**config.mk**
```make
export PLATFORM = sky130hd
export DESIGN_NAME = second_chance_page_replacer_unit_flat
export DESIGN_NICKNAME = d
export VERILOG_FILES = /design/src/design/scpr_pkg.sv /design/src/design/scpr_if.sv /design/src/design/scpr_page_ram.sv /design/src/design/scpr_apb_regs.sv /design/src/design/second_chance_page_replacer_unit.sv /design/src/flat_wrapper.sv
export SDC_FILE = /design/constraint.sdc
export NUM_CORES = 1
export LEC_CHECK = 0
export ABC_CLOCK_PERIOD_IN_PS = 3250
export BUFFER_PORTS_ARGS = -buffer_cell sky130_fd_sc_hd__buf_2
export CAP_MARGIN = 20
export CELL_PAD_IN_SITES_DETAIL_PLACEMENT = 0
export CELL_PAD_IN_SITES_GLOBAL_PLACEMENT = 1
export CORE_MARGIN = 1.5
export CORE_UTILIZATION = 45
export DETAILED_ROUTE_END_ITERATION = 6
export PLACE_DENSITY_LB_ADDON = 0.12
export SYNTH_ARGS = -nofsm -noshare
export SYNTH_HDL_FRONTEND = slang
export SYNTH_SLANG_ARGS = --single-unit
```
**constraint.sdc**
```tcl
create_clock -name clk -period 3.25 [get_ports clk]
set_clock_uncertainty 0.2 [all_clocks]
set_input_delay 0.1625 -clock clk [delete_from_list [all_inputs] [get_ports clk]]
set_output_delay 0.1625 -clock clk [all_outputs]
set_load 0.01 [all_outputs]
```
**src/design/scpr_pkg.sv**
```systemverilog
package scpr_pkg;

	// Fixed field widths of the request and result items.
	localparam int PAGE_W      = 16;
	localparam int FRAME_IDX_W = 4;
	localparam int FAULT_W     = 16;
	localparam int CFG_W       = 5;

	// Defaults for the top-level parameters.
	localparam int FRAMES_DEF    = 16;
	localparam int PAGE_BITS_DEF = 16;

	// Configuration port.
	localparam int APB_ADDR_W = 3;
	localparam int APB_DATA_W = 32;
	localparam int REG_IDX_W  = 1;

	localparam logic [REG_IDX_W-1:0] REG_FRAMES_IN_USE = REG_IDX_W'(0);

endpackage

```
**src/design/scpr_if.sv**
```systemverilog
interface scpr_req_if;
	logic                       valid;
	logic                       ready;
	logic [scpr_pkg::PAGE_W-1:0] page;

	modport source (output valid, output page, input ready);
	modport sink   (input valid, input page, output ready);
endinterface

interface scpr_res_if;
	logic                             valid;
	logic                             ready;
	logic                             hit;
	logic [scpr_pkg::FRAME_IDX_W-1:0] frame_index;
	logic                             evicted_valid;
	logic [scpr_pkg::PAGE_W-1:0]      evicted_page;
	logic [scpr_pkg::FAULT_W-1:0]     fault_total;

	modport source (
		output valid, output hit, output frame_index, output evicted_valid,
		output evicted_page, output fault_total, input ready
	);
	modport sink (
		input valid, input hit, input frame_index, input evicted_valid,
		input evicted_page, input fault_total, output ready
	);
endinterface

```
**src/design/scpr_page_ram.sv**
```systemverilog
module scpr_page_ram #(
	parameter int DEPTH = scpr_pkg::FRAMES_DEF,
	parameter int WIDTH = scpr_pkg::PAGE_BITS_DEF,
	localparam int AW   = (DEPTH > 1) ? $clog2(DEPTH) : 1
) (
	input  logic             clk,
	input  logic             we,
	input  logic [AW-1:0]    waddr,
	input  logic [WIDTH-1:0] wdata,
	input  logic [AW-1:0]    raddr,
	output logic [WIDTH-1:0] rdata
);

	logic [WIDTH-1:0] mem [DEPTH];

	always_ff @(posedge clk) begin
		if (we) begin
			mem[waddr] <= wdata;
		end
	end

	always_ff @(posedge clk) begin
		rdata <= mem[raddr];
	end

endmodule

```
**src/design/scpr_apb_regs.sv**
```systemverilog
module scpr_apb_regs #(
	parameter int FRAMES = scpr_pkg::FRAMES_DEF,
	localparam int CW    = $clog2(FRAMES + 1)
) (
	input  logic                            clk,
	input  logic                            arst_n,
	input  logic                            psel,
	input  logic                            penable,
	input  logic                            pwrite,
	input  logic [scpr_pkg::APB_ADDR_W-1:0] paddr,
	input  logic [scpr_pkg::APB_DATA_W-1:0] pwdata,
	output logic [scpr_pkg::APB_DATA_W-1:0] prdata,
	output logic                            pready,
	output logic [CW-1:0]                   active_frames
);

	logic [scpr_pkg::CFG_W-1:0]     frames_q;
	logic [scpr_pkg::REG_IDX_W-1:0] reg_idx;

	assign reg_idx = paddr[scpr_pkg::APB_ADDR_W-1:2];
	assign pready  = 1'b1;

	always_ff @(posedge clk or negedge arst_n) begin
		if (!arst_n) begin
			frames_q <= scpr_pkg::CFG_W'(FRAMES);
		end else if (psel && penable && pwrite && pready
				&& reg_idx == scpr_pkg::REG_FRAMES_IN_USE) begin
			frames_q <= pwdata[scpr_pkg::CFG_W-1:0];
		end
	end

	always_comb begin
		prdata = '0;
		if (reg_idx == scpr_pkg::REG_FRAMES_IN_USE) begin
			prdata = scpr_pkg::APB_DATA_W'(frames_q);
		end
	end

	// A count of zero behaves as one frame; a count above the frame store is clipped.
	always_comb begin
		priority if (frames_q == '0) begin
			active_frames = CW'(1);
		end else if (32'(frames_q) > FRAMES) begin
			active_frames = CW'(FRAMES);
		end else begin
			active_frames = CW'(frames_q);
		end
	end

endmodule

```
**src/design/second_chance_page_replacer_unit.sv**
```systemverilog
// Second-chance (clock) page replacer.
//
// Requests arrive on req (valid/ready, one page number each); every request
// gives exactly one result on res: hit flag, frame holding the page, the page
// that was evicted if any, and the saturating fault count including this one.
// frames_in_use is written over the APB port at byte address 0.
//
// One request is handled at a time. The page numbers live in a single-port
// read, single-port write memory with a registered read port, scanned one
// frame per cycle from frame 0 until a hit. A miss scans all n frames in use,
// then the clock hand sweeps one frame per cycle over the s referenced frames
// it clears, then ST_EVICT writes the victim and ST_DONE loads the result once
// the output register is free. The next request can be taken in the cycle
// after the result is loaded.
//
// Reset marks every frame empty and unreferenced, puts the hand at frame 0,
// clears the fault count and sets frames_in_use to FRAMES. The finished result
// sits in an output register; while res is stalled the next request is
// already taken and worked on, and it waits only for that register to empty.
module second_chance_page_replacer_unit #(
	parameter int FRAMES    = scpr_pkg::FRAMES_DEF,
	parameter int PAGE_BITS = scpr_pkg::PAGE_BITS_DEF
) (
	input  logic                            clk,
	input  logic                            arst_n,
	scpr_req_if.sink                        req,
	scpr_res_if.source                      res,
	input  logic                            psel,
	input  logic                            penable,
	input  logic                            pwrite,
	input  logic [scpr_pkg::APB_ADDR_W-1:0] paddr,
	input  logic [scpr_pkg::APB_DATA_W-1:0] pwdata,
	output logic [scpr_pkg::APB_DATA_W-1:0] prdata,
	output logic                            pready
);

	localparam int IW = (FRAMES > 1) ? $clog2(FRAMES) : 1;
	localparam int CW = $clog2(FRAMES + 1);

	typedef enum logic [2:0] {
		ST_IDLE,
		ST_LOOK,
		ST_SWEEP,
		ST_EVICT,
		ST_DONE
	} state_t;

	state_t                        state_q;
	logic [PAGE_BITS-1:0]          pg_q;
	logic [CW-1:0]                 n_q;
	logic [CW-1:0]                 idx_q;
	logic                          chk_vld_s1;
	logic [IW-1:0]                 chk_idx_s1;
	logic [IW-1:0]                 hand_q;
	logic [FRAMES-1:0]             valid_q;
	logic [FRAMES-1:0]             refd_q;
	logic [scpr_pkg::FAULT_W-1:0]  fault_q;

	logic                          res_hit_q;
	logic [IW-1:0]                 res_frame_q;
	logic                          res_ev_vld_q;
	logic [PAGE_BITS-1:0]          res_ev_page_q;
	logic [scpr_pkg::FAULT_W-1:0]  res_fault_q;

	logic                              out_vld_q;
	logic                              out_hit_q;
	logic [scpr_pkg::FRAME_IDX_W-1:0]  out_frame_q;
	logic                              out_ev_vld_q;
	logic [scpr_pkg::PAGE_W-1:0]       out_ev_page_q;
	logic [scpr_pkg::FAULT_W-1:0]      out_fault_q;

	logic [CW-1:0]                 active_frames;
	logic [PAGE_BITS-1:0]          rd_data;
	logic [IW-1:0]                 raddr;
	logic                          we;
	logic                          match;
	logic                          last_chk;
	logic [IW-1:0]                 hand_start;
	logic [IW-1:0]                 hand_next;
	logic [scpr_pkg::FAULT_W-1:0]  fault_next;
	logic                          out_free;

	scpr_apb_regs #(.FRAMES(FRAMES)) u_regs (
		.clk           (clk),
		.arst_n        (arst_n),
		.psel          (psel),
		.penable       (penable),
		.pwrite        (pwrite),
		.paddr         (paddr),
		.pwdata        (pwdata),
		.prdata        (prdata),
		.pready        (pready),
		.active_frames (active_frames)
	);

	// Each request finishes its write-back before the next one is taken, so
	// the scan never sees a stale entry.
	scpr_page_ram #(.DEPTH(FRAMES), .WIDTH(PAGE_BITS)) u_ram (
		.clk   (clk),
		.we    (we),
		.waddr (hand_q),
		.wdata (pg_q),
		.raddr (raddr),
		.rdata (rd_data)
	);

	assign raddr    = (state_q == ST_LOOK) ? idx_q[IW-1:0] : hand_q;
	assign we       = (state_q == ST_EVICT);
	assign match    = chk_vld_s1 && valid_q[chk_idx_s1] && rd_data == pg_q;
	assign last_chk = CW'(chk_idx_s1) == n_q - CW'(1);

	// A hand left beyond a lowered frame count restarts at frame 0.
	assign hand_start = (CW'(hand_q) >= n_q) ? '0 : hand_q;
	assign hand_next  = (CW'(hand_q) + CW'(1) == n_q) ? '0 : hand_q + IW'(1);
	assign fault_next = (fault_q == '1) ? fault_q : fault_q + scpr_pkg::FAULT_W'(1);
	assign out_free   = !out_vld_q || res.ready;

	assign req.ready         = (state_q == ST_IDLE);
	assign res.valid         = out_vld_q;
	assign res.hit           = out_hit_q;
	assign res.frame_index   = out_frame_q;
	assign res.evicted_valid = out_ev_vld_q;
	assign res.evicted_page  = out_ev_page_q;
	assign res.fault_total   = out_fault_q;

	always_ff @(posedge clk or negedge arst_n) begin
		if (!arst_n) begin
			state_q       <= ST_IDLE;
			pg_q          <= '0;
			n_q           <= '0;
			idx_q         <= '0;
			chk_vld_s1    <= 1'b0;
			chk_idx_s1    <= '0;
			hand_q        <= '0;
			valid_q       <= '0;
			refd_q        <= '0;
			fault_q       <= '0;
			res_hit_q     <= 1'b0;
			res_frame_q   <= '0;
			res_ev_vld_q  <= 1'b0;
			res_ev_page_q <= '0;
			res_fault_q   <= '0;
			out_vld_q     <= 1'b0;
			out_hit_q     <= 1'b0;
			out_frame_q   <= '0;
			out_ev_vld_q  <= 1'b0;
			out_ev_page_q <= '0;
			out_fault_q   <= '0;
		end else begin
			// In ST_DONE the output register is reloaded below instead.
			if (out_vld_q && res.ready && state_q != ST_DONE) begin
				out_vld_q <= 1'b0;
			end

			unique case (state_q)
				ST_IDLE: begin
					if (req.valid) begin
						pg_q       <= PAGE_BITS'(req.page);
						n_q        <= active_frames;
						idx_q      <= '0;
						chk_vld_s1 <= 1'b0;
						state_q    <= ST_LOOK;
					end
				end
				ST_LOOK: begin
					// Frames are compared in order, so the first match is the lowest.
					priority if (match) begin
						refd_q[chk_idx_s1] <= 1'b1;
						res_hit_q     <= 1'b1;
						res_frame_q   <= chk_idx_s1;
						res_ev_vld_q  <= 1'b0;
						res_ev_page_q <= '0;
						res_fault_q   <= fault_q;
						chk_vld_s1    <= 1'b0;
						state_q       <= ST_DONE;
					end else if (chk_vld_s1 && last_chk) begin
						hand_q     <= hand_start;
						chk_vld_s1 <= 1'b0;
						state_q    <= ST_SWEEP;
					end else begin
						chk_vld_s1 <= idx_q < n_q;
						chk_idx_s1 <= idx_q[IW-1:0];
						if (idx_q < n_q) begin
							idx_q <= idx_q + CW'(1);
						end
					end
				end
				ST_SWEEP: begin
					// The frame where the hand stops is read this cycle.
					if (refd_q[hand_q]) begin
						refd_q[hand_q] <= 1'b0;
						hand_q         <= hand_next;
					end else begin
						state_q <= ST_EVICT;
					end
				end
				ST_EVICT: begin
					res_hit_q     <= 1'b0;
					res_frame_q   <= hand_q;
					res_ev_vld_q  <= valid_q[hand_q];
					res_ev_page_q <= valid_q[hand_q] ? rd_data : '0;
					res_fault_q   <= fault_next;
					valid_q[hand_q] <= 1'b1;
					refd_q[hand_q]  <= 1'b0;
					hand_q          <= hand_next;
					fault_q         <= fault_next;
					state_q         <= ST_DONE;
				end
				ST_DONE: begin
					if (out_free) begin
						out_vld_q     <= 1'b1;
						out_hit_q     <= res_hit_q;
						out_frame_q   <= scpr_pkg::FRAME_IDX_W'(res_frame_q);
						out_ev_vld_q  <= res_ev_vld_q;
						out_ev_page_q <= scpr_pkg::PAGE_W'(res_ev_page_q);
						out_fault_q   <= res_fault_q;
						state_q       <= ST_IDLE;
					end
				end
				default: begin
					state_q <= ST_IDLE;
				end
			endcase
		end
	end

endmodule

```
**src/flat_wrapper.sv**
```systemverilog
// flat-port wrapper written by rule: the top's interface ports become plain ports
module second_chance_page_replacer_unit_flat 
#(
	parameter int FRAMES    = scpr_pkg::FRAMES_DEF,
	parameter int PAGE_BITS = scpr_pkg::PAGE_BITS_DEF
)
  (clk, arst_n, psel, penable, pwrite, paddr, pwdata, prdata, pready, req_valid, req_page, req_ready, res_valid, res_hit, res_frame_index, res_evicted_valid, res_evicted_page, res_fault_total, res_ready);
  scpr_req_if req_i ();
  scpr_res_if res_i ();
  input  logic clk;
  input  logic arst_n;
  input  logic psel;
  input  logic penable;
  input  logic pwrite;
  input  logic [scpr_pkg::APB_ADDR_W-1:0] paddr;
  input  logic [scpr_pkg::APB_DATA_W-1:0] pwdata;
  output logic [scpr_pkg::APB_DATA_W-1:0] prdata;
  output logic pready;
  input wire logic [$bits(req_i.valid)-1:0] req_valid;
  input wire logic [$bits(req_i.page)-1:0] req_page;
  output wire logic [$bits(req_i.ready)-1:0] req_ready;
  output wire logic [$bits(res_i.valid)-1:0] res_valid;
  output wire logic [$bits(res_i.hit)-1:0] res_hit;
  output wire logic [$bits(res_i.frame_index)-1:0] res_frame_index;
  output wire logic [$bits(res_i.evicted_valid)-1:0] res_evicted_valid;
  output wire logic [$bits(res_i.evicted_page)-1:0] res_evicted_page;
  output wire logic [$bits(res_i.fault_total)-1:0] res_fault_total;
  input wire logic [$bits(res_i.ready)-1:0] res_ready;
  assign req_i.valid = req_valid;
  assign req_i.page = req_page;
  assign req_ready = req_i.ready;
  assign res_valid = res_i.valid;
  assign res_hit = res_i.hit;
  assign res_frame_index = res_i.frame_index;
  assign res_evicted_valid = res_i.evicted_valid;
  assign res_evicted_page = res_i.evicted_page;
  assign res_fault_total = res_i.fault_total;
  assign res_i.ready = res_ready;
  second_chance_page_replacer_unit #(.FRAMES(FRAMES), .PAGE_BITS(PAGE_BITS)) u_core (.clk(clk), .arst_n(arst_n), .req(req_i), .res(res_i), .psel(psel), .penable(penable), .pwrite(pwrite), .paddr(paddr), .pwdata(pwdata), .prdata(prdata), .pready(pready));
endmodule
```
Yosys cells after proc, flatten, opt, wreduce, memory -nomap -nowiden

Memories as Yosys holds them, arrays and structs flattened. A register that Yosys moved wholly into a read port is not among the register bits.
Index checks and enable logic that the tools add are counted.

Word-level logic and storage cells: 143
Bits in writable memories: 256
Bits in registers: 168
Output and inout port bits: 73
Memories: 1
Bits of input ports: 58

Mux-type cells: 55
$add $sub $neg: 5
Bitwise logic cells: 7
Equal/unequal tests: 20
Reduce and logical (&&, ||, !) cells: 26
$lt $le $gt $ge: 7

Memory list:

| memory           | depth | width | read ports | clocked after Yosys merged registers in | write ports | RTL line            | text |
|---|---|---|---|---|---|---|---|
| u_core.u_ram.mem | 16    | 16    | 1          | 1                                       | 1           | scpr_page_ram.sv:14 | `logic [WIDTH-1:0] mem [DEPTH];` |

Operator list:

| operator              | number |
|---|---|
| $mux 16               | 6 |
| $pmux 16 s2           | 2 |
| $pmux 16 s3           | 1 |
| $mux 5                | 7 |
| $or 16x16->16         | 2 |
| $mux 4                | 7 |
| $add 16x1->16 const B | 1 |
| $and 16x16->16        | 1 |
| $eq 16x16->1          | 1 |
| $eq 16x16->1 const B  | 1 |
| $not 16->16           | 1 |
| $mux 1                | 15 |
| $mux 3                | 5 |
| $pmux 3 s5            | 1 |
| $ne 2x2->1 const B    | 7 |
| $bmux 1 s4            | 3 |
| $pmux 4 s3            | 1 |
| $logic_and 1x1->1     | 10 |
| $lt 4x5->1 const B    | 2 |
| $pmux 5 s2            | 1 |
| $reduce_and 5->1      | 2 |
| $demux 1 s4           | 2 |
| $ge 4x1->1 const B    | 2 |
| $pmux 4 s2            | 1 |
| 26 further kinds      | 38 |

Logic depth before layout (Yosys ltp)

Depth after elaboration: 8
Mapped depth: 11
Depth with buffers taken out: 9

Modules after synthesis

From an unflattened synthesis, not the netlist that was laid out.

Cell total of the unflattened synthesis: 1153
Area total of the unflattened synthesis: 18313.8 µm²

Modules (own cells, without submodules):

| module                           | cells an instance | sequential area each (µm²) | area an instance (µm²) | instances |
|---|---|---|---|---|
| scpr_page_ram                    | 432               | 8007.7                     | 10043.4                | 1 |
| second_chance_page_replacer_unit | 668               | 4078.9                     | 7770.0                 | 1 |
| scpr_apb_regs                    | 53                | 126.4                      | 500.5                  | 1 |

Worst setup path after synthesis

OpenSTA, ideal clock, no wires.

Path kind: register to register
Start point: reg u_core.state_q[2]
End point: mem u_core.u_ram.mem[1][0] (netlist bit), enable pin
Stages on the path, launching flop included: 8
Clock period less this slack: 3183 ps
Path buffers: 3
Library setup time: 411 ps
Path slack: 67 ps
Data arrival time: 2573 ps
Data required time: 2639 ps
Path through: dfrtp_1 -> buf_4 -> and2b_2 -> and2_1 -> buf_2 -> clkbuf_1 -> nand2_1 -> nor3_1

Longest elaborated chain between the ends: 3

RTL lines:

| what                         | RTL line                                | text |
|---|---|---|
| from (decl)                  | second_chance_page_replacer_unit.sv:48  | `state_t state_q;` |
| from (signal assigned)       | second_chance_page_replacer_unit.sv:128 | `state_q <= ST_IDLE;` |
| from (signal assigned)       | second_chance_page_replacer_unit.sv:162 | `state_q <= ST_LOOK;` |
| from (signal assigned)       | second_chance_page_replacer_unit.sv:175 | `state_q <= ST_DONE;` |
| $eq 3x2->1                   | second_chance_page_replacer_unit.sv:108 | `assign we = (state_q == ST_EVICT);` |
| $mux 1                       | scpr_page_ram.sv:17                     | `if (we) begin` |
| $mux 1 (not written as such) | scpr_page_ram.sv:18                     | `mem[waddr] <= wdata;` |
| to (decl)                    | scpr_page_ram.sv:14                     |  |

No other way between the ends.

Worst setup path in the final report

Start point: reg u_core.state_q[0]
End point: reg u_core.u_ram.rdata[12] (read register of u_core.u_ram.mem)

Longest elaborated chain between the ends: 2

RTL lines:

| what       | RTL line                                | text |
|---|---|---|
| $eq 3x1->1 | second_chance_page_replacer_unit.sv:107 | `assign raddr = (state_q == ST_LOOK) ? idx_q[IW-1:0] : hand_q;` |
| $mux 4     | second_chance_page_replacer_unit.sv:107 |  |
| to (decl)  | scpr_page_ram.sv:11                     | `output logic [WIDTH-1:0] rdata` |

No other way between the ends.
A chain may end at the register's enable or synchronous reset.

==> results.cfg <==
[power_and_ir_drop]
p_total_mw = 18.1
peakVddDrop_v = 0.000534
p_leak_nw = 8.60
p_per_area_nw_per_um2 = 838

[grt]
grt_pass1_vias = 10300
grt_pass1_wl_um = 65400
overflow = 0
grt_usage = 0.214
antenna_found_initial = 0
grt_max_degree = 49

[detailed_routing]
drc = 0
via_count = 10300
drt_iter0_drc = 725
wl_per_cell_um = 23.1
firstDrtPassIters = 5
drt-total-wl_um = 43200
routed_via_density = 5.47
final_antenna_net_count = 0

[synthesis]
synth_common_cells = 256 x edfxtp_1, 167 x dfrtp_1, 79 x mux2_2, 79 x nand2_1, 69 x mux4_2
syn_area_per_cell_um2 = 16.2
yosys_warnings = 0
synthDistinctLibCells = 71
synth_area_um2 = 18300
synth_edf_count = 256
yosysTopAreaCellShare = 0.420
synth_most_common_cell = edfxtp_1
yosys-top-cells-area = edfxtp_1 42%, dfrtp_1 23%, mux4_2 8.5%
synth_cells = 1131
synth_ff_type = edfxtp_1
yosysTopAreaCell = edfxtp_1
synthArstFlopShare = 0.382
ys_seq_area_frac = 0.667
ys_ff_latch = 440

[worst_hold_path]
hold_path_end = u_core.pg_q[2]
hold_depth = 3
min_path_type = in -> reg
min_from = req_page[2]

[clock_network]
path_clk_slew_ns = 0.06
cts_inserted_buffers = 46
htreeDepth = 2
clk_latency_ns = 0.57
clock-root-buffer = clkbuf_16
cts_resized = 0
cts_buffer_depth = 3
cts_tree = built
clkSinkCount = 440
cts_setup_buffers = 0
ctsHoldBuffers = 31

[die]
num_rows = 73
core_um2 = 39900
die-width_um = 205
start_util = 0.459
fp.dieH_um = 205
die_area_um2 = 41900
io_pins = 131

[critical_path]
r2r-start = u_core.state_q[0]
r2r-end = u_core.u_ram.rdata[12]
required_ns = 3.50
reg2reg_depth = 8
critPathArrivalTime_ns = 3.24
endpoint_kind = register
r2r_setup_slack_ns = 0.26
cp_max_fo = 17
critPathKind = reg -> reg
startpoint_type = register

[layout]
multi_input_area_um2 = 5660
syn2layout_area_growth_pct = 17.8
nets = 1387
postLayoutCoreUtil = 0.540
final_cells = 1875
n_antenna_cell = 0
fin_area_um2 = 21600
layout-drive-gt1-share = 0.324
regArea_um2 = 12200
fillers = 3240

[sta]
fin_tns_setup_ns = 0
setup_violations = 0
fmaxAchievable_mhz = 334
tightest_slew_ns = 0.653
period_share = 0.920
period_minus_slack_ns = 2.99
rsz0062_at_grt = false
hold_viol = 0
layout_setup_ws_ns = 0.260
holdWs_ns = 0.158
slew_headroom = 0.564
slew_viol_final = 0

[run]
cap_violations = 0

[placement]
place_area_um2 = 19700
gp_congestion = 0.838
dp.cells = 1759
io_buffers = 73
pre_cts_slack_ns = 0.201
place_hpwl_um = 27900

[run_status]
status = finished, final reports clean
==> per-layer routing <==
metal | share of wire | vias to the layer above | wire length (um) | global-route usage
li1 | - | 4637 | - | -
met1 | 0.46 | 5296 | 19700 | 0.307
met2 | 0.47 | 270 | 20400 | 0.337
met3 | 0.052 | 52 | 2270 | 0.0332
met4 | 0.018 | 0 | 790 | 0.0620
met5 | 0 | - | 0 | 0
==> worst max-delay path, cell delays in order (launching register included) <==
cell and delay, ns:
dfrtp_1 0.37, nor3b_2 0.16, buf_4 0.20, a21oi_4 0.51
buf_12 0.27, buf_4 0.31, mux4_2 0.53, a211oi_1 0.25
a31oi_1 0.06
==> logic make-up (layout without fill, tap and decap cells) <==
group | count (synthesis) | after routing | synth area share
other | 2 | 28 | 0.000410
XOR/XNOR | 36 | 36 | 0.0172
AO/OA/AOI/OAI | 131 | 131 | 0.0485
multiplexers | 167 | 167 | 0.149
AND/OR/NAND/NOR | 247 | 247 | 0.0737
buffers and inverters | 93 | 286 | 0.0344
adder cells (fa/ha/maj) | 15 | 15 | 0.0103
flip-flops | 440 | 440 | 0.667
==> power by group <==
group | internal (mW) | total, mW | switching, mW
sequential | 6.97 | 7.62 | 0.656
clock | 3.20 | 5.33 | 2.13
combinational | 2.44 | 5.12 | 2.68
total | 12.6 | 18.1 | 5.47
==> registers in the layout (all words and copies together), names as in the netlist, 16 cells and up <==
name,cells
u_core.fault_q,16
u_core.res_fault_q,16
u_core.refd_q,16
u_core.u_ram.rdata,16
u_core.res_ev_page_q,16
u_core.res.fault_total,16
u_core.res.evicted_page,16
u_core.valid_q,16
u_core.pg_q,16
u_core.u_ram.mem,256
==> how the worst max path moves through the flow <==
stage	from	end	slack (ns)	cells after the start
after floorplan	u_core.state_q[2]	u_core.u_ram.mem[1][0]	0.07	7
after global placement	u_core.state_q[0]	u_core.u_ram.rdata[12]	0.22	8
after detailed placement	u_core.state_q[0]	u_core.u_ram.rdata[12]	0.20	8
after CTS	u_core.state_q[0]	u_core.u_ram.rdata[12]	0.18	8
after global routing	u_core.state_q[0]	u_core.u_ram.rdata[12]	0.11	8
final	u_core.state_q[0]	u_core.u_ram.rdata[12]	0.26	8
==> final cells by class <==
class,count,share of cell area
flip-flops and latches,440,0.567
repair buffers,189,0.0670
inverters,13,0.00226
well taps,525,0.0305
clock buffers,61,0.0583
clock inverters,23,0.0129
multi-input cells,624,0.262
==> layout by cell type (no fill, tap or decap), types with 20 or more instances in the layout <==
cell type and instances:
a31oi_1 20, and2_1 23, buf_2 72, buf_4 76
clkbuf_16 46, conb_1 28, dfrtp_1 167, dlygate4sd3_1 30
edfxtp_1 256, mux2_2 79, mux4_2 69, nand2_1 79
o21ai_0 40, xnor2_1 25
Power figures use the tool's default switching activity.
